`config.mk`:
```
export PLATFORM = sky130hd
export DESIGN_NAME = expression_lexer_top
export DESIGN_NICKNAME = d
export VERILOG_FILES = /design/src/rtl/exl_pkg.sv /design/src/rtl/expression_lexer_top.sv /design/src/rtl/exl_scanner.sv /design/src/rtl/exl_token_queue.sv
export SDC_FILE = /design/constraint.sdc
export NUM_CORES = 1
export LEC_CHECK = 0
export ABC_AREA = 1
export CAP_MARGIN = 30
export CORE_MARGIN = 4
export CORE_UTILIZATION = 25
export CTS_BUF_LIST = sky130_fd_sc_hd__clkbuf_8
export CTS_CLUSTER_DIAMETER = 150
export CTS_CLUSTER_SIZE = 28
export DETAILED_ROUTE_END_ITERATION = 10
export DONT_BUFFER_PORTS = 1
export GPL_ROUTABILITY_DRIVEN = 0
export MAX_ROUTING_LAYER = met4
export PLACE_DENSITY = 0.36
export SETUP_SLACK_MARGIN = 0.1
export SKIP_CTS_REPAIR_TIMING = 1
export SLEW_MARGIN = 15
export SYNTH_ARGS = -nofsm -noshare
export SYNTH_HDL_FRONTEND = slang
export SYNTH_SLANG_ARGS = --single-unit
```
`constraint.sdc`:
```
create_clock -name aclk -period 16.7 [get_ports aclk]
set_input_delay 2.505 -clock aclk [delete_from_list [all_inputs] [get_ports aclk]]
set_output_delay 2.505 -clock aclk [all_outputs]
set_load 0.02 [all_outputs]
```
`src/rtl/exl_pkg.sv`:
```
// ----------------------------------------------------------------------------
// exl_pkg
// Shared types, constants and character helpers of the expression lexer.
// ----------------------------------------------------------------------------
package exl_pkg;

    localparam int POSITION_BITS    = 16;
    localparam int MAX_TOKEN_LENGTH = 255;
    localparam int LEN_BITS         = $clog2(MAX_TOKEN_LENGTH + 1);
    localparam int QUEUE_DEPTH      = 4;
    localparam int QPTR_BITS        = $clog2(QUEUE_DEPTH);
    localparam int QCNT_BITS        = $clog2(QUEUE_DEPTH + 1);

    localparam logic [7:0] CH_TAB    = 8'h09;
    localparam logic [7:0] CH_LF     = 8'h0A;
    localparam logic [7:0] CH_CR     = 8'h0D;
    localparam logic [7:0] CH_SPACE  = 8'h20;
    localparam logic [7:0] CH_LPAREN = 8'h28;
    localparam logic [7:0] CH_RPAREN = 8'h29;
    localparam logic [7:0] CH_PLUS   = 8'h2B;
    localparam logic [7:0] CH_MINUS  = 8'h2D;
    localparam logic [7:0] CH_SLASH  = 8'h2F;
    localparam logic [7:0] CH_ZERO   = 8'h30;
    localparam logic [7:0] CH_ONE    = 8'h31;
    localparam logic [7:0] CH_NINE   = 8'h39;
    localparam logic [7:0] CH_UP_A   = 8'h41;
    localparam logic [7:0] CH_UP_Z   = 8'h5A;
    localparam logic [7:0] CH_LO_A   = 8'h61;
    localparam logic [7:0] CH_LO_Z   = 8'h7A;
    localparam logic [7:0] CASE_GAP  = 8'h20;

    localparam logic [1:0] KW_RETURN = 2'd0;
    localparam logic [1:0] KW_IF     = 2'd1;
    localparam logic [1:0] KW_ELSE   = 2'd2;
    localparam logic [2:0] KW_ALL    = 3'b111;

    localparam int KW_RETURN_LEN = 6;
    localparam int KW_IF_LEN     = 2;
    localparam int KW_ELSE_LEN   = 4;

    typedef enum logic [1:0] {
        MODE_IDLE  = 2'd0,
        MODE_NUM   = 2'd1,
        MODE_IDENT = 2'd2
    } mode_t;

    typedef enum logic [3:0] {
        KIND_NUM    = 4'd0,
        KIND_IDENT  = 4'd1,
        KIND_RETURN = 4'd2,
        KIND_IF     = 4'd3,
        KIND_ELSE   = 4'd4,
        KIND_PLUS   = 4'd5,
        KIND_MINUS  = 4'd6,
        KIND_SLASH  = 4'd7,
        KIND_LPAREN = 4'd8,
        KIND_RPAREN = 4'd9,
        KIND_ERROR  = 4'd10
    } kind_t;

    typedef struct packed {
        logic [7:0] in_byte;
        logic       end_of_input;
    } in_word_t;

    typedef struct packed {
        kind_t       token_kind;
        logic [15:0] start_offset;
        logic [7:0]  token_length;
        logic [31:0] number_value;
        logic        last_of_run;
    } out_word_t;

    // Tokens produced by one scanned byte, in delivery order.
    typedef struct packed {
        logic [1:0] count;
        out_word_t  tok0;
        out_word_t  tok1;
    } scan_out_t;

    function automatic logic is_digit(input logic [7:0] c);
        return (c >= CH_ZERO) && (c <= CH_NINE);
    endfunction

    function automatic logic is_letter(input logic [7:0] c);
        return ((c >= CH_LO_A) && (c <= CH_LO_Z)) || ((c >= CH_UP_A) && (c <= CH_UP_Z));
    endfunction

    function automatic logic [7:0] to_lower(input logic [7:0] c);
        return ((c >= CH_UP_A) && (c <= CH_UP_Z)) ? c + CASE_GAP : c;
    endfunction

    // Character of a keyword at a given index; zero past its end.
    function automatic logic [7:0] kw_char(input logic [1:0] kw, input logic [2:0] idx);
        logic [7:0] ch;
        ch = 8'h00;
        case (kw)
            KW_RETURN: begin
                case (idx)
                    3'd0:    ch = "r";
                    3'd1:    ch = "e";
                    3'd2:    ch = "t";
                    3'd3:    ch = "u";
                    3'd4:    ch = "r";
                    3'd5:    ch = "n";
                    default: ch = 8'h00;
                endcase
            end
            KW_IF: begin
                case (idx)
                    3'd0:    ch = "i";
                    3'd1:    ch = "f";
                    default: ch = 8'h00;
                endcase
            end
            KW_ELSE: begin
                case (idx)
                    3'd0:    ch = "e";
                    3'd1:    ch = "l";
                    3'd2:    ch = "s";
                    3'd3:    ch = "e";
                    default: ch = 8'h00;
                endcase
            end
            default: ch = 8'h00;
        endcase
        return ch;
    endfunction

endpackage

```
`src/rtl/expression_lexer_top.sv`:
```
// ----------------------------------------------------------------------------
// expression_lexer_top
// Byte-serial expression lexer: source bytes in, tokens out.
// ----------------------------------------------------------------------------
// The input channel (s_valid, s_ready, s_data) takes one source byte per word
// with an end-of-input flag. The output channel (m_valid, m_ready, m_data)
// delivers one token per word: kind, start offset, length, number value and a
// flag on the last token caused by a given byte.
// A byte's tokens are registered in the token queue as the byte is accepted.
// The scanner takes one byte per cycle while the queue has room; a byte that
// ends a pending token and also makes a token of its own yields two words,
// which the four entry token queue delivers one after the other.
// s_ready is high while the queue has room for two more tokens, so when the
// receiver stalls the input is held off once three tokens are waiting, and
// bytes keep flowing while fewer results are queued.
// After reset the scanner is idle at offset zero with the queue empty. An
// end-of-input byte flushes any pending token and the next byte starts a new
// source at offset zero.
// ----------------------------------------------------------------------------
module expression_lexer_top (
    input  logic               aclk,
    input  logic               aresetn,
    input  logic               s_valid,
    output logic               s_ready,
    input  exl_pkg::in_word_t  s_data,
    output logic               m_valid,
    input  logic               m_ready,
    output exl_pkg::out_word_t m_data
);
    import exl_pkg::*;

    logic      accept;
    logic      room;
    scan_out_t scan_out;

    assign s_ready = room;
    assign accept  = s_valid && room;

    exl_scanner u_scanner (
        .aclk     (aclk),
        .aresetn  (aresetn),
        .accept   (accept),
        .in_word  (s_data),
        .scan_out (scan_out)
    );

    exl_token_queue u_queue (
        .aclk      (aclk),
        .aresetn   (aresetn),
        .push      (accept),
        .push_data (scan_out),
        .room      (room),
        .m_valid   (m_valid),
        .m_ready   (m_ready),
        .m_data    (m_data)
    );

endmodule

```
`src/rtl/exl_scanner.sv`:
```
// ----------------------------------------------------------------------------
// exl_scanner
// Scan state registers and the single-pass logic that turns one source byte
// into up to two tokens.
// ----------------------------------------------------------------------------
module exl_scanner (
    input  logic              aclk,
    input  logic              aresetn,
    input  logic              accept,
    input  exl_pkg::in_word_t in_word,
    output exl_pkg::scan_out_t scan_out
);
    import exl_pkg::*;

    mode_t                    mode_reg,   mode_next;
    logic [POSITION_BITS-1:0] pos_reg,    pos_next;
    logic [POSITION_BITS-1:0] start_reg,  start_next;
    logic [LEN_BITS-1:0]      len_reg,    len_next;
    logic [31:0]              value_reg,  value_next;
    logic [2:0]               cand_reg,   cand_next;

    // State after the byte itself is scanned, before any end-of-input flush.
    mode_t                    mid_mode;
    logic [POSITION_BITS-1:0] mid_start;
    logic [LEN_BITS-1:0]      mid_len;
    logic [31:0]              mid_value;
    logic [2:0]               mid_cand;

    logic       flush_a;
    logic       single_vld;
    kind_t      single_kind;
    logic       flush_b;
    logic [7:0] c;
    logic       eoi;

    assign c   = in_word.in_byte;
    assign eoi = in_word.end_of_input;

    function automatic logic [2:0] track(input logic [2:0] cand, input logic [LEN_BITS-1:0] idx,
                                         input logic [7:0] ch);
        logic [2:0] res;
        logic [7:0] lc;
        lc  = to_lower(ch);
        res = cand;
        if ((idx >= LEN_BITS'(KW_RETURN_LEN)) || (lc != kw_char(KW_RETURN, idx[2:0]))) begin
            res[KW_RETURN] = 1'b0;
        end
        if ((idx >= LEN_BITS'(KW_IF_LEN)) || (lc != kw_char(KW_IF, idx[2:0]))) begin
            res[KW_IF] = 1'b0;
        end
        if ((idx >= LEN_BITS'(KW_ELSE_LEN)) || (lc != kw_char(KW_ELSE, idx[2:0]))) begin
            res[KW_ELSE] = 1'b0;
        end
        return res;
    endfunction

    function automatic out_word_t pending_token(input mode_t m,
                                                input logic [POSITION_BITS-1:0] st,
                                                input logic [LEN_BITS-1:0] ln,
                                                input logic [31:0] val,
                                                input logic [2:0] cand);
        out_word_t   t;
        logic [31:0] st_ext;
        logic [15:0] ln_ext;
        st_ext         = 32'(st);
        ln_ext         = 16'(ln);
        t.start_offset = st_ext[15:0];
        t.token_length = ln_ext[7:0];
        t.last_of_run  = 1'b0;
        t.number_value = 32'd0;
        if (m == MODE_NUM) begin
            t.token_kind   = KIND_NUM;
            t.number_value = val;
        end else if (cand[KW_RETURN] && (ln == LEN_BITS'(KW_RETURN_LEN))) begin
            t.token_kind = KIND_RETURN;
        end else if (cand[KW_IF] && (ln == LEN_BITS'(KW_IF_LEN))) begin
            t.token_kind = KIND_IF;
        end else if (cand[KW_ELSE] && (ln == LEN_BITS'(KW_ELSE_LEN))) begin
            t.token_kind = KIND_ELSE;
        end else begin
            t.token_kind = KIND_IDENT;
        end
        return t;
    endfunction

    always_comb begin : next_state
        logic cont;
        cont = ((mode_reg == MODE_NUM) && is_digit(c)) ||
               ((mode_reg == MODE_IDENT) && (is_letter(c) || is_digit(c)));
        flush_a     = !cont && (mode_reg != MODE_IDLE);
        single_vld  = 1'b0;
        single_kind = KIND_ERROR;
        mid_mode    = mode_reg;
        mid_start   = start_reg;
        mid_len     = len_reg;
        mid_value   = value_reg;
        mid_cand    = cand_reg;
        if (cont) begin
            if (mode_reg == MODE_NUM) begin
                mid_value = (value_reg << 3) + (value_reg << 1) + {24'd0, c - CH_ZERO};
            end else begin
                mid_cand = track(cand_reg, len_reg, c);
            end
            if (len_reg < LEN_BITS'(MAX_TOKEN_LENGTH)) begin
                mid_len = len_reg + 1'b1;
            end
        end else begin
            mid_mode  = MODE_IDLE;
            mid_len   = '0;
            mid_value = 32'd0;
            mid_cand  = KW_ALL;
            if ((c == CH_SPACE) || (c == CH_TAB) || (c == CH_CR) || (c == CH_LF)) begin
                single_vld = 1'b0;
            end else if ((c >= CH_ONE) && (c <= CH_NINE)) begin
                mid_mode  = MODE_NUM;
                mid_start = pos_reg;
                mid_len   = LEN_BITS'(1);
                mid_value = {24'd0, c - CH_ZERO};
            end else if (is_letter(c)) begin
                mid_mode  = MODE_IDENT;
                mid_start = pos_reg;
                mid_len   = LEN_BITS'(1);
                mid_cand  = track(KW_ALL, '0, c);
            end else begin
                single_vld = 1'b1;
                case (c)
                    CH_PLUS:   single_kind = KIND_PLUS;
                    CH_MINUS:  single_kind = KIND_MINUS;
                    CH_SLASH:  single_kind = KIND_SLASH;
                    CH_LPAREN: single_kind = KIND_LPAREN;
                    CH_RPAREN: single_kind = KIND_RPAREN;
                    default:   single_kind = KIND_ERROR;
                endcase
            end
        end

        flush_b = eoi && (mid_mode != MODE_IDLE);

        // End of input flushes and starts the next source at offset zero.
        start_next = mid_start;
        if (eoi) begin
            mode_next  = MODE_IDLE;
            len_next   = '0;
            value_next = 32'd0;
            cand_next  = KW_ALL;
            pos_next   = '0;
        end else begin
            mode_next  = mid_mode;
            len_next   = mid_len;
            value_next = mid_value;
            cand_next  = mid_cand;
            pos_next   = pos_reg + 1'b1;
        end
    end

    always_comb begin : token_out
        out_word_t   tok_a;
        out_word_t   tok_s;
        out_word_t   tok_b;
        out_word_t   later;
        logic [31:0] pos_ext;
        pos_ext            = 32'(pos_reg);
        tok_a              = pending_token(mode_reg, start_reg, len_reg, value_reg, cand_reg);
        tok_b              = pending_token(mid_mode, mid_start, mid_len, mid_value, mid_cand);
        tok_s.token_kind   = single_kind;
        tok_s.start_offset = pos_ext[15:0];
        tok_s.token_length = 8'd1;
        tok_s.number_value = 32'd0;
        tok_s.last_of_run  = 1'b0;

        // A single-byte token leaves the scanner idle, so it never meets flush_b.
        later = single_vld ? tok_s : tok_b;

        scan_out.count = 2'(flush_a) + 2'(single_vld) + 2'(flush_b);
        scan_out.tok0  = flush_a ? tok_a : later;
        scan_out.tok1  = later;
        if (scan_out.count == 2'd2) begin
            scan_out.tok1.last_of_run = 1'b1;
        end else begin
            scan_out.tok0.last_of_run = 1'b1;
        end
    end

    always_ff @(posedge aclk) begin
        if (!aresetn) begin
            mode_reg  <= MODE_IDLE;
            pos_reg   <= '0;
            start_reg <= '0;
            len_reg   <= '0;
            value_reg <= 32'd0;
            cand_reg  <= KW_ALL;
        end else if (accept) begin
            mode_reg  <= mode_next;
            pos_reg   <= pos_next;
            start_reg <= start_next;
            len_reg   <= len_next;
            value_reg <= value_next;
            cand_reg  <= cand_next;
        end
    end

    a_two_at_most: assert property (@(posedge aclk) disable iff (!aresetn)
        accept |-> (scan_out.count != 2'd3))
        else $error("scanner produced more than two tokens for one byte");

    a_eoi_restarts: assert property (@(posedge aclk) disable iff (!aresetn)
        (accept && eoi) |=> ((mode_reg == MODE_IDLE) && (pos_reg == '0)))
        else $error("end of input did not return the scanner to offset zero");

    a_len_saturates: assert property (@(posedge aclk) disable iff (!aresetn)
        len_reg <= LEN_BITS'(MAX_TOKEN_LENGTH))
        else $error("pending token length above its maximum");

    a_idle_empty: assert property (@(posedge aclk) disable iff (!aresetn)
        (mode_reg == MODE_IDLE) |-> ((len_reg == '0) && (cand_reg == KW_ALL)))
        else $error("idle scanner holds a pending token");

endmodule

```
`src/rtl/exl_token_queue.sv`:
```
// ----------------------------------------------------------------------------
// exl_token_queue
// Small token queue that takes up to two tokens a cycle while it has room and delivers one.
// ----------------------------------------------------------------------------
module exl_token_queue (
    input  logic                aclk,
    input  logic                aresetn,
    input  logic                push,
    input  exl_pkg::scan_out_t  push_data,
    output logic                room,
    output logic                m_valid,
    input  logic                m_ready,
    output exl_pkg::out_word_t  m_data
);
    import exl_pkg::*;

    out_word_t            slot_reg [QUEUE_DEPTH];
    logic [QPTR_BITS-1:0] wr_ptr_reg, wr_ptr_next;
    logic [QPTR_BITS-1:0] rd_ptr_reg, rd_ptr_next;
    logic [QCNT_BITS-1:0] count_reg, count_next;
    logic [1:0]           push_cnt;
    logic                 pop;

    assign push_cnt = push ? push_data.count : 2'd0;
    assign pop      = m_valid && m_ready;
    assign m_valid  = (count_reg != '0);
    assign m_data   = slot_reg[rd_ptr_reg];
    // room is high only while there is space for a two-token byte.
    assign room     = (count_reg <= QCNT_BITS'(QUEUE_DEPTH - 2));

    always_comb begin
        wr_ptr_next = wr_ptr_reg + QPTR_BITS'(push_cnt);
        rd_ptr_next = rd_ptr_reg + QPTR_BITS'(pop);
        count_next  = count_reg + QCNT_BITS'(push_cnt) - QCNT_BITS'(pop);
    end

    always_ff @(posedge aclk) begin
        if (push_cnt != 2'd0) begin
            slot_reg[wr_ptr_reg] <= push_data.tok0;
        end
        if (push_cnt == 2'd2) begin
            slot_reg[wr_ptr_reg + 1'b1] <= push_data.tok1;
        end
    end

    always_ff @(posedge aclk) begin
        if (!aresetn) begin
            wr_ptr_reg <= '0;
            rd_ptr_reg <= '0;
            count_reg  <= '0;
        end else begin
            wr_ptr_reg <= wr_ptr_next;
            rd_ptr_reg <= rd_ptr_next;
            count_reg  <= count_next;
        end
    end

    a_no_overflow: assert property (@(posedge aclk) disable iff (!aresetn)
        push |-> (count_reg + QCNT_BITS'(push_data.count) <= QCNT_BITS'(QUEUE_DEPTH)))
        else $error("token queue overflow");

    a_count_bound: assert property (@(posedge aclk) disable iff (!aresetn)
        count_reg <= QCNT_BITS'(QUEUE_DEPTH))
        else $error("token queue count out of range");

    a_pop_drains: assert property (@(posedge aclk) disable iff (!aresetn)
        (pop && (push_cnt == 2'd0)) |=> (count_reg == $past(count_reg) - 1'b1))
        else $error("token queue did not drain on delivery");

endmodule

```
==> flow_metrics.env <==
export IMPL_powerDensity_nw_per_um2=101.8
export IMPL_grt_overflow=0
export IMPL_setup_violations=0
export IMPL_pin_count=76
export IMPL_nets=2359
export IMPL_min_delay_start="u_queue.count_reg[2]$_SDFF_PN0_"
export IMPL_clock_sinks=328
export IMPL_cap_viol_max_count=0
export IMPL_grt_antenna_before_repair=1
export IMPL_routed_wl_um=69230
export IMPL_final_layout_size_suffix_gt1_share_pct=4.879
export IMPL_finalPower_mw=2.078
export IMPL_rsz0062_at_grt="no"
export IMPL_first_global_vias=15320
export IMPL_tns_ns=0
export IMPL_power_leakage_nw=7.689
export IMPL_grt_usage_pct=17.12
export IMPL_cts_tree="yes"
export IMPL_synth_common_cells="nand2_1 (502), o21ai_0 (307), edfxtp_1 (244)"
export IMPL_coreArea_um2=75820
export IMPL_peakVddDrop_uv=59.64
export IMPL_ant_nets=0
export IMPL_grt_max_degree=71
export IMPL_drt_iter0_drc=1199
export IMPL_synthArstFlopShare_pct=0
export IMPL_worst_ep_required_time_ns=17.00
export IMPL_viasPerCell=4.930
export IMPL_end_kind="flip-flop"
export IMPL_ys_seq_elements=328
export IMPL_hp_class="flip-flop to flip-flop"
export IMPL_slew_headroom_pct=38.83
export IMPL_clock_path_buffers=3
export IMPL_post_synth_top_count_cell="nand2_1"
export IMPL_ff2ff_path_depth=19
export IMPL_finalHoldViolations=0
export IMPL_fin_util_pct=26.91
export IMPL_syn_cell_area_um2=19090
export IMPL_synth_top_area_share_pct=38.38
export IMPL_synth_cell_types=51
export IMPL_r2r_setup_slack_ns=10.54
export IMPL_fin_crit_sh_pct=46.72
export IMPL_syn2layout_area_growth_pct=6.868
export IMPL_fin_area_um2=20400
export IMPL_synth_flop_cell="edfxtp_1"
export IMPL_dp_hpwl_um=49010
export IMPL_crit_arrival_ns=8.10
export IMPL_avgSynthCellArea_um2=8.145
export IMPL_num_vias=16040
export IMPL_status="completed"
export IMPL_final_min_clock_period_ns=7.802
export IMPL_firstDrtPassIters=5
export IMPL_cts_made_buffers=15
export IMPL_grt_pass1_wl_um=104000
export IMPL_dieArea_um2=80850
export IMPL_whs_ns=0.4999
export IMPL_critical_path_max_fanout=46
export IMPL_worstMarginPinSlew_ns=0.9153
export IMPL_placed_area_um2=20110
export IMPL_die_x_um=284.4
export IMPL_wl_per_cell_um=21.28
export IMPL_fp_dieH_um=284.4
export IMPL_critPathCapture="u_queue.slot_reg[1][60]$_DFFE_PP_"
export IMPL_final_max_slew_viol_count=0
export IMPL_cp_startpoint="s_data[5]"
export IMPL_ys_top_cells_by_area="edfxtp_1 (38%), nand2_1 (9.9%), dfxtp_1 (8.8%)"
export IMPL_yosysWarnings=0
export IMPL_clk_pin_slew_ns=0.18
export IMPL_r2r_start="u_scanner.mode_reg[0]$_SDFFE_PN0P_"
export IMPL_drc=0
export IMPL_num_rows=101
export IMPL_fmax_mhz=128.2
export IMPL_synth_edf_count=244
export IMPL_yosysTopAreaCell="edfxtp_1"
export IMPL_largest_reg_flops=244
export IMPL_crit_path_start_kind="input port"
export IMPL_rr_endpoint="u_queue.slot_reg[0][44]$_DFFE_PP_"
export IMPL_portBuffers=0
export IMPL_clock_latency_ns=0.62
export IMPL_yosysSeqAreaShare_pct=47.19
export IMPL_critPathKind="input port to flip-flop"
export IMPL_initial_core_util_pct=25.18
export IMPL_syn_nets=2437
export IMPL_cts_root_buf="clkbuf_8"
export IMPL_fin_skew_ns=0.04453
export IMPL_h_tree_depth=1
export IMPL_netlist_instances=2344
per-stage QoR:
step                      setup WS, ns  instances
after floorplan                  6.904       2344
after global placement           8.208       3219
after detailed placement         8.168       3225
after CTS                        8.823       3251
after global routing             8.501       3254
final                            8.898       3254
logic make-up (layout without fill, tap and decap cells):
group,Yosys count,count (layout),share of synthesized area (%)
compound gates,661,661,19.25
other cells,0,1,0
fa+ha+maj,80,80,5.557
flops,328,328,47.19
simple gates,914,914,19.60
mux,1,1,0.05243
xor+xnor,27,27,1.239
buf+inv,333,264,7.117
final cells by class:
class                           instances  area (um2)
Inverter                              212       802.0
Timing Repair Buffer                   26       295.3
Multi-Input combinational cell       1683        8810
Clock inverter                         11       50.05
Fill cell                            8223       55420
Sequential cell                       328        9014
Antenna cell                            1       2.502
Clock buffer                           15       206.4
Tap cell                              978        1224
cell usage in the layout, fill, tap and decap left out, types with 8 or more instances in the layout:
cell type,instances
ha_1,72
nand3_1,111
o21ai_1,56
o21ai_0,303
o22ai_1,108
o2111ai_1,8
o21ai_2,16
nand4_1,13
clkbuf_8,15
dfxtp_1,82
nand2_1,501
edfxtp_1,244
xor2_1,19
nor2_1,233
a21o_1,8
inv_1,202
xnor2_1,8
buf_4,18
fa_1,8
o211ai_1,15
nor2_2,8
nor3_1,19
inv_2,14
a21oi_1,115
where the power goes:
part	leakage (nW)	internal, mW	switching (mW)
clock	0.160	0.0877	0.264
combinational	4.62	0.146	0.553
sequential	2.90	0.973	0.0555
per-layer routing:
layer	wire (um)	global-route usage [%]	part of all wire, %	up-vias
met5	0	-	0	-
met4	473	1.831	0.68	0
met3	3055	1.885	4.4	26
met2	29020	24.67	42	323
met1	36680	26.51	53	7783
li1	-	-	-	7909
worst min-delay path by stage:
| stage | end | slack (ns) | depth (start not counted) |
|---|---|---|---|
| floorplan | u_queue.count_reg[2]$_SDFF_PN0_ | 0.44 | 1 |
| global placement | u_queue.count_reg[2]$_SDFF_PN0_ | 0.46 | 1 |
| detailed placement | u_queue.count_reg[2]$_SDFF_PN0_ | 0.48 | 1 |
| CTS | u_queue.count_reg[2]$_SDFF_PN0_ | 0.50 | 1 |
| global route | u_queue.count_reg[2]$_SDFF_PN0_ | 0.53 | 1 |
| finish | u_queue.count_reg[2]$_SDFF_PN0_ | 0.50 | 1 |
critical path, stage by stage:
cell,delay [ns]
inv_1,0.21
ha_1,0.22
inv_1,0.06
a21oi_1,0.15
nand2_2,0.14
nand2_4,0.13
nand3_2,0.14
nand2_4,0.12
nand2_4,0.28
inv_2,0.63
nand2_4,0.44
fa_1,0.55
nor2_1,0.23
inv_1,0.12
nor2_1,0.12
inv_1,0.15
nor2_2,0.11
buf_4,0.43
inv_1,0.36
o21ai_4,0.12
buf_4,0.47
buf_12,0.31
Power figures use the tool's default switching activity.
